## src/rtl/tlsp_ram.sv

```systemverilog
module tlsp_ram #(
   parameter int WIDTH = 8,
   parameter int DEPTH = 32
) (
   input  logic                     clock,
   input  logic                     wr_en,
   input  logic [$clog2(DEPTH)-1:0] wr_addr,
   input  logic [WIDTH-1:0]         wr_data,
   input  logic [$clog2(DEPTH)-1:0] rd_addr,
   output logic [WIDTH-1:0]         rd_data
);

   logic [WIDTH-1:0] mem_ff [DEPTH];
   logic [WIDTH-1:0] rd_data_ff;

   always_ff @(posedge clock) begin
      if (wr_en) begin
         mem_ff[wr_addr] <= wr_data;
      end
      rd_data_ff <= mem_ff[rd_addr];
   end

   assign rd_data = rd_data_ff;

endmodule

```

## config.mk

```make
export PLATFORM = sky130hd
export DESIGN_NAME = tlsp_ram
export DESIGN_NICKNAME = d
export VERILOG_FILES = /design/src/rtl/tlsp_ram.sv
export SDC_FILE = /design/constraint.sdc
export NUM_CORES = 1
export LEC_CHECK = 0
export BUFFER_PORTS_ARGS = -buffer_cell sky130_fd_sc_hd__buf_2
export CAP_MARGIN = 20
export CORE_ASPECT_RATIO = 2
export CORE_MARGIN = 5
export CORE_UTILIZATION = 35
export CTS_BUF_LIST = sky130_fd_sc_hd__clkbuf_16
export CTS_CLUSTER_DIAMETER = 120
export DETAILED_ROUTE_END_ITERATION = 10
export PLACE_DENSITY = 0.54
export SLEW_MARGIN = 20
export SYNTH_ARGS = -nofsm -noshare
export SYNTH_HDL_FRONTEND = slang
export SYNTH_SLANG_ARGS = --single-unit
```

## constraint.sdc

```tcl
create_clock -name clock -period 3.8 [get_ports clock]
set_input_delay 0.38 -clock clock [delete_from_list [all_inputs] [get_ports clock]]
set_output_delay 0.38 -clock clock [all_outputs]
set_load 0.02 [all_outputs]
```

After elaboration in Yosys (flattened, before gate mapping)
Memory sizes are Yosys's and may differ from the RTL's. A register that Yosys moved wholly into a read port is not among the register bits.
Cells that the tools add are included.
Widths: inputs -> output; s select.
{"block": "classes", "n_reduce_logical": 0, "bitwise_logic": 0, "multipliers": 0, "order_cmp": 0, "n_addsub": 0, "shifts": 0, "mux": 2, "n_div": 0, "n_eq_ne": 0}
{"op": "$mux 1", "n": 2}
{"block": "word_totals", "output_inout_bits": 8, "mem_count": 1, "reg_bits": 0, "elab_cells": 3, "latchBits": 0, "mem_bits_ro": 0, "mem_bits_rw": 256, "in_bits": 20}
{"memory": "mem_ff", "depth": 32, "width": 8, "rd": 1, "rd_clocked_by_memory_dff": 1, "write_ports": 1, "line_no": "13", "text": "logic [WIDTH-1:0] mem_ff [DEPTH];"}

Logic depth before layout (Yosys ltp)
Gate-level depths: netlist of run 1.
{"block": "depth", "ltp_word": 2, "mapped_depth": 5, "depth_no_buf": 3}

Worst setup path before layout of run 1
No wires, ideal clock.
{"block": "synth_timing", "path_type": "input to register", "start": "in rd_addr[2]", "end": "reg rd_data_ff[0], in the netlist rd_data[0], read port of mem_ff", "path_buffers": 2, "setup_time_ns": 0.121, "t_required_ns": 3.679, "t_arrival_ns": 2.062, "stages": 5, "path_slack_ns": 1.618, "cell_sequence": "clkbuf_1 clkbuf_1 mux4_2 mux4_2 mux2_2"}
{"item": "start, declared", "line_no": "9", "text": "input logic [$clog2(DEPTH)-1:0] rd_addr,"}
{"item": "end, declared", "line_no": "14", "text": "logic [WIDTH-1:0] rd_data_ff;"}

==> results.toml, run 1 <==
[status]
status = "completed"

[grt]
track_usage_pct = 14.1
grt_max_degree = 33
grt_pass1_wl_um = 32600
antenna_found_initial = 0
grt-ovfl-total = 0
grt_pass1_vias = 4661

[die]
start_util_pct = 35.5
io_pins = 28
row_count = 87
die_h_um = 250
die_width_um = 130
coreArea_mm2 = 0.0283
dieArea_mm2 = 0.0324

[sta]
final.min_clock_period_ns = 2.15
slew_violations = 0
hold_violations = 0
rsz0062_at_grt = "false"
whs_ns = 0.287
fmaxAchievable_mhz = 466
relSlewSlack_pct = 38.9
tns_ns = 0
period_share_pct = 56.5
finClkSkew_ns = 0.0221
worst_slew_pin_slew_ns = 0.913
setup_viol = 0

[worst_setup_path]
cp_common_cell = "mux4_2"
path_cells = "buf_2 -> buf_4 -> mux4_2 -> mux4_2 -> mux2_2"
critPathMaxStageDelay_ns = 0.54
rr_endpoint = "rd_data[1]$_DFF_P_"
startpoint = "rd_addr[2]"
cp-start-kind = "input pin"
r2r_cells = 3
cpMaxStageDelayCell = "buf_2"
end_kind = "flop"
arrival_ns = 2.56
crit_fanout = 24
crit_end = "rd_data[1]$_DFF_P_"
rr_startpoint = "mem_ff[15][1]$_DFFE_PP_"
worstSetupPathType = "in2reg"
rrSetupSlack_ns = 1.92
critPathRequiredTime_ns = 4.22

[synth]
synth_flop_cell = "edfxtp_1"
synth.net_count = 437
synthAdderAreaFrac_pct = 0
synth-xor-area-share_pct = 0
ys_seq_area_share_pct = 78.1
yosysTopAreaCell = "edfxtp_1"
synth_top_family_by_area = "multiplexers"
synthCells = 417
synth_edf_count = 256
synth_common_cells = "edfxtp_1 (256), mux4_2 (80), nor2_1 (33)"
yosys_warnings = 0
synth-compound-area-share_pct = 0
yosysTopAreaCellShare_pct = 76.5
synth_top_cells_by_area = "edfxtp_1 (76%), mux4_2 (18%), dfxtp_1 (1.6%), nor2_1 (1.2%), mux2_2 (0.90%)"
yosys.area_share.simple_pct = 2.07
synth_area_mm2 = 0.0101
async_flop_share_pct = 0
synth.most_common_cell = "edfxtp_1"
avgSynthCellArea_um2 = 24.1
ys_ff_latch = 264
synth.distinct_cells = 15
synth_mux_area_share_pct = 18.8

[detailed_routing]
vias = 4279
routed.top_layer = "met4"
wl_met3_um = 879
drc = 0
wl_um = 22300
drtAntennaViolNets = 0
first_iter_violations = 353
wl_met2_um = 12400
detail_route.wl_per_cell_um = 27.3
vias_per_cell = 5.22
wl_met1_um = 7750
dr.pass1.iters = 5

[clocking]
cts_tree = "built"
htreeDepth = 1
cts_buffers = 21
clkLatencyLatePin_ns = 0.52
cts_resized = 0
clockRootBuffer = "clkbuf_16"
path_clk_slew_ns = 0.07
hold_buffers = 0
clock_sinks = 264
cts_buffer_depth = 3
cts_setup_buffers = 0

[cells_and_area]
n_fill_cell = 2522
drive_gt1_share_pct = 31.5
diodes = 0
nNetsFinal = 471
areaGrowthSynthToFinish_pct = 11.2
fin_util_pct = 39.5

[power]
peakVddDrop_v = 0.000268
power.density_mw_per_mm2 = 495
finalPower_mw = 5.54
p_leak_nw = 3.42

[place]
hpwl_um = 15500
port_buffers = 27
routabilityCongestion = 0.763

[job]
drv_cap = 0

[hold_path]
worstHoldPathType = "in2reg"
## through the flow
step                setup slack [ns]  cells  instance area [µm²]
finish                          1.65    819                11200
global route                    1.53    819                11200
detailed placement              1.04    784                10600
CTS                             1.60    819                11200
floorplan                       1.62    417                10100
global placement                1.06    784                10600
## worst max-delay path, delay by kind of cell
kind	cells	cell delay (ns)
buffers and inverters	2	0.97
muxes	3	1.20
## state kept, by name, indices dropped and copies added (netlist names)
| register | cells |
|---|---|
| mem_ff | 256 |
| rd_data | 8 |
## worst min-delay path by stage
stage	end	slack, ns	startpoint	cells after the start
2_1_floorplan	mem_ff[0][0]$_DFFE_PP_	0.48	wr_data[0]	0
3_5_place_dp	rd_data[0]	0.81	rd_data[0]$_DFF_P_	1
4_1_cts	rd_data[3]$_DFF_P_	0.26	rd_addr[3]	2
6_report	rd_data[3]$_DFF_P_	0.29	rd_addr[3]	2
3_3_place_gp	rd_data[4]	0.82	rd_data[4]$_DFF_P_	1
5_1_grt	rd_data[3]$_DFF_P_	0.28	rd_addr[3]	2
## where the power goes
part	leakage, nW	internal (mW)	total, mW	switching (mW)
clock network	0.317	1.01	1.97	0.958
registers	2.37	3.24	3.25	0.0124
logic	0.729	0.131	0.324	0.193
total	3.42	4.37	5.54	1.16
## cell usage in the layout, fill, tap and decap left out, types with 2 or more instances in the layout
| cell type | instances |
|---|---|
| dfxtp_1 | 8 |
| buf_12 | 2 |
| edfxtp_1 | 256 |
| buf_4 | 3 |
| nand3_1 | 2 |
| clkbuf_16 | 21 |
| mux4_2 | 80 |
| inv_1 | 7 |
| nor2_1 | 33 |
| or3b_2 | 3 |
| nand3b_1 | 5 |
| clkinv_1 | 4 |
| buf_2 | 26 |
| mux2_2 | 8 |
## cells by family (layout without fill, tap and decap cells)
group	count (synthesis)	count (layout)
flip-flops	264	264
buffers and inverters	20	66
multiplexers	88	88
AND/OR/NAND/NOR	45	45
## layout make-up
class | instances | area, µm² | area share [%]
flip-flops and latches | 264 | 7850 | 70.2
multi-input cells | 133 | 2100 | 18.8
clock buffers | 21 | 526 | 4.70
well taps | 356 | 445 | 3.99
repair buffers | 31 | 193 | 1.72
clock inverters | 14 | 66.3 | 0.593
## layer usage
layer / vias to the layer above / global-route usage [%]
met3: 45 / 2.23
met4: 0 / 8.09
met1: 2298 / 15.4
met5: - / 0
li1: 1830 / -
met2: 106 / 25.3
Power figures use the tool's default switching activity.
==> inputs of run 2 (changes only) <==
--- a/config.mk
+++ b/config.mk
@@ -13,7 +13,7 @@
 export CTS_BUF_LIST = sky130_fd_sc_hd__clkbuf_16
 export CTS_CLUSTER_DIAMETER = 120
 export DETAILED_ROUTE_END_ITERATION = 10
-export PLACE_DENSITY = 0.54
+export PLACE_DENSITY = 0.56
 export SLEW_MARGIN = 20
 export SYNTH_ARGS = -nofsm -noshare
 export SYNTH_HDL_FRONTEND = slang
==> constraint.sdc (replaced) <==
create_clock -name clock -period 1.9 [get_ports clock]
set_input_delay 0.19 -clock clock [delete_from_list [all_inputs] [get_ports clock]]
set_output_delay 0.19 -clock clock [all_outputs]
set_load 0.02 [all_outputs]
==> results.toml, run 2 (synthesized netlist as in run 1, its figures left out) <==
[status]
status = "completed"

[die]
coreArea_mm2 = 0.0283
io_pins = 28
row_count = 87
die_h_um = 250
die_width_um = 130
start_util_pct = 35.5
dieArea_mm2 = 0.0324

[worst_setup_path]
cp-start-kind = "flop"
rr_startpoint = "mem_ff[23][4]$_DFFE_PP_"
crit_fanout = 1
end_kind = "flop"
critPathRequiredTime_ns = 2.30
worstSetupPathType = "reg2reg"
startpoint = "mem_ff[23][4]$_DFFE_PP_"
arrival_ns = 2.29

[detailed_routing]
vias_per_cell = 5.12
detail_route.wl_per_cell_um = 24.7
first_iter_violations = 367
drc = 0
dr.pass1.iters = 4
drtAntennaViolNets = 0
wl_um = 21400
vias = 4425

[sta]
setup_viol = 0
finClkSkew_ns = 0.00733
slew_violations = 0
fmaxAchievable_mhz = 529
hold_violations = 0
period_share_pct = 99.4
tns_ns = 0
rsz0062_at_grt = "true"
relSlewSlack_pct = 56.8
worst_slew_pin_slew_ns = 0.647
final.min_clock_period_ns = 1.89

[clocking]
clockRootBuffer = "clkbuf_16"
path_clk_slew_ns = 0.07
htreeDepth = 1
clock_sinks = 264
cts_buffer_depth = 3
cts_tree = "built"
clkLatencyLatePin_ns = 0.51
cts_setup_buffers = 0
cts_buffers = 22

[power]
power.density_mw_per_mm2 = 995
finalPower_mw = 11.6
peakVddDrop_v = 0.000534
p_leak_nw = 3.71

[grt]
grt_max_degree = 33
grt-ovfl-total = 0
antenna_found_initial = 0
grt_pass1_wl_um = 32300
grt_pass1_vias = 4862
track_usage_pct = 13.7

[cells_and_area]
drive_gt1_share_pct = 38.4
top_register = "mem_ff"
n_fill_cell = 2486
largest_reg_flops = 256
areaGrowthSynthToFinish_pct = 16.1
nNetsFinal = 515
final_cell_mix = "edfxtp_1 (256), mux4_2 (80), buf_4 (41)"
final_common_cell = "edfxtp_1"
regArea_mm2 = 0.00785
multi_input_area_mm2 = 0.00210
diodes = 0
final_cell_area_mm2 = 0.0117

[job]
drv_cap = 0

[place]
port_buffers = 27
hpwl_um = 15300
routabilityCongestion = 0.811
dpl_cell_area_mm2 = 0.0110

[hold_path]
worstHoldPathType = "in2reg"
hold_start = "rd_addr[3]"
==> run 2: cell types whose count changed in the layout (fill, tap and decap cells not counted) <==
cell | previous run | this run
buf_4 | 3 | 41
buf_12 | 2 | 7
inv_1 | 7 | 4
bufinv_16 | 0 | 2
clkbuf_16 | 21 | 23
clkinv_2 | 1 | 3
clkinv_1 | 4 | 3
clkinvlp_4 | 0 | 1
inv_8 | 1 | 0
mux2_2 | 8 | 7
mux2_4 | 0 | 1
==> run 2: worst max-delay path, cell delays in order (launching register included) <==
cell	delay (ns)
edfxtp_1	0.37
mux4_2	0.53
mux4_2	0.58
mux2_4	0.31
==> run 2: final timing paths <==
kind	to	slack, ns	depth (start not counted)
worst max-delay path	rd_data[4]$_DFF_P_	0.01	3
worst min register to register	rd_data[3]$_DFF_P_	0.90	3
worst max register to register	rd_data[4]$_DFF_P_	0.01	3
worst min-delay path	rd_data[4]$_DFF_P_	0.12	2
==> run 2: per-stage QoR <==
| step | setup WS [ns] | hold slack, ns | util [%] | instances |
|---|---|---|---|---|
| 4_1_cts | -0.0239 | 0.0988 | 41.2 | 864 |
| 5_1_grt | -0.0284 | 0.109 | 41.2 | 864 |
| 2_1_floorplan | 0.0245 | 0.289 | - | 417 |
| 3_5_place_dp | -0.341 | 0.616 | 38.8 | 827 |
| 6_report | 0.0111 | 0.117 | 41.2 | 864 |
| 3_3_place_gp | -0.313 | 0.614 | 38.8 | 827 |
==> run 2: routing by layer <==
metal  vias up  global-route usage [%]  share of wire, %
li1       1921                       -                 -
met3        27                    1.93               3.5
met1      2385                    14.8                34
met4         0                    4.88               3.0
met5         -                       0                 0
met2        92                    26.5                59
==> run 2: layout make-up <==
class / count / share of cell area [%]
clock buffer: 23 / 4.93
clock inverter: 14 / 1.01
multi-input combinational: 133 / 18.0
sequential: 264 / 67.3
tap: 356 / 3.82
timing repair buffer: 74 / 4.95
==> run 2: power breakdown <==
part           internal [mW]  switching, mW
clock                   2.46           1.97
combinational          0.301          0.383
sequential              6.47         0.0250
==> run 2: timing repair <==
item                                    CTS  global route
hold buffers                              0             0
resized for setup                         1             0
endpoints found under the setup margin    1             1
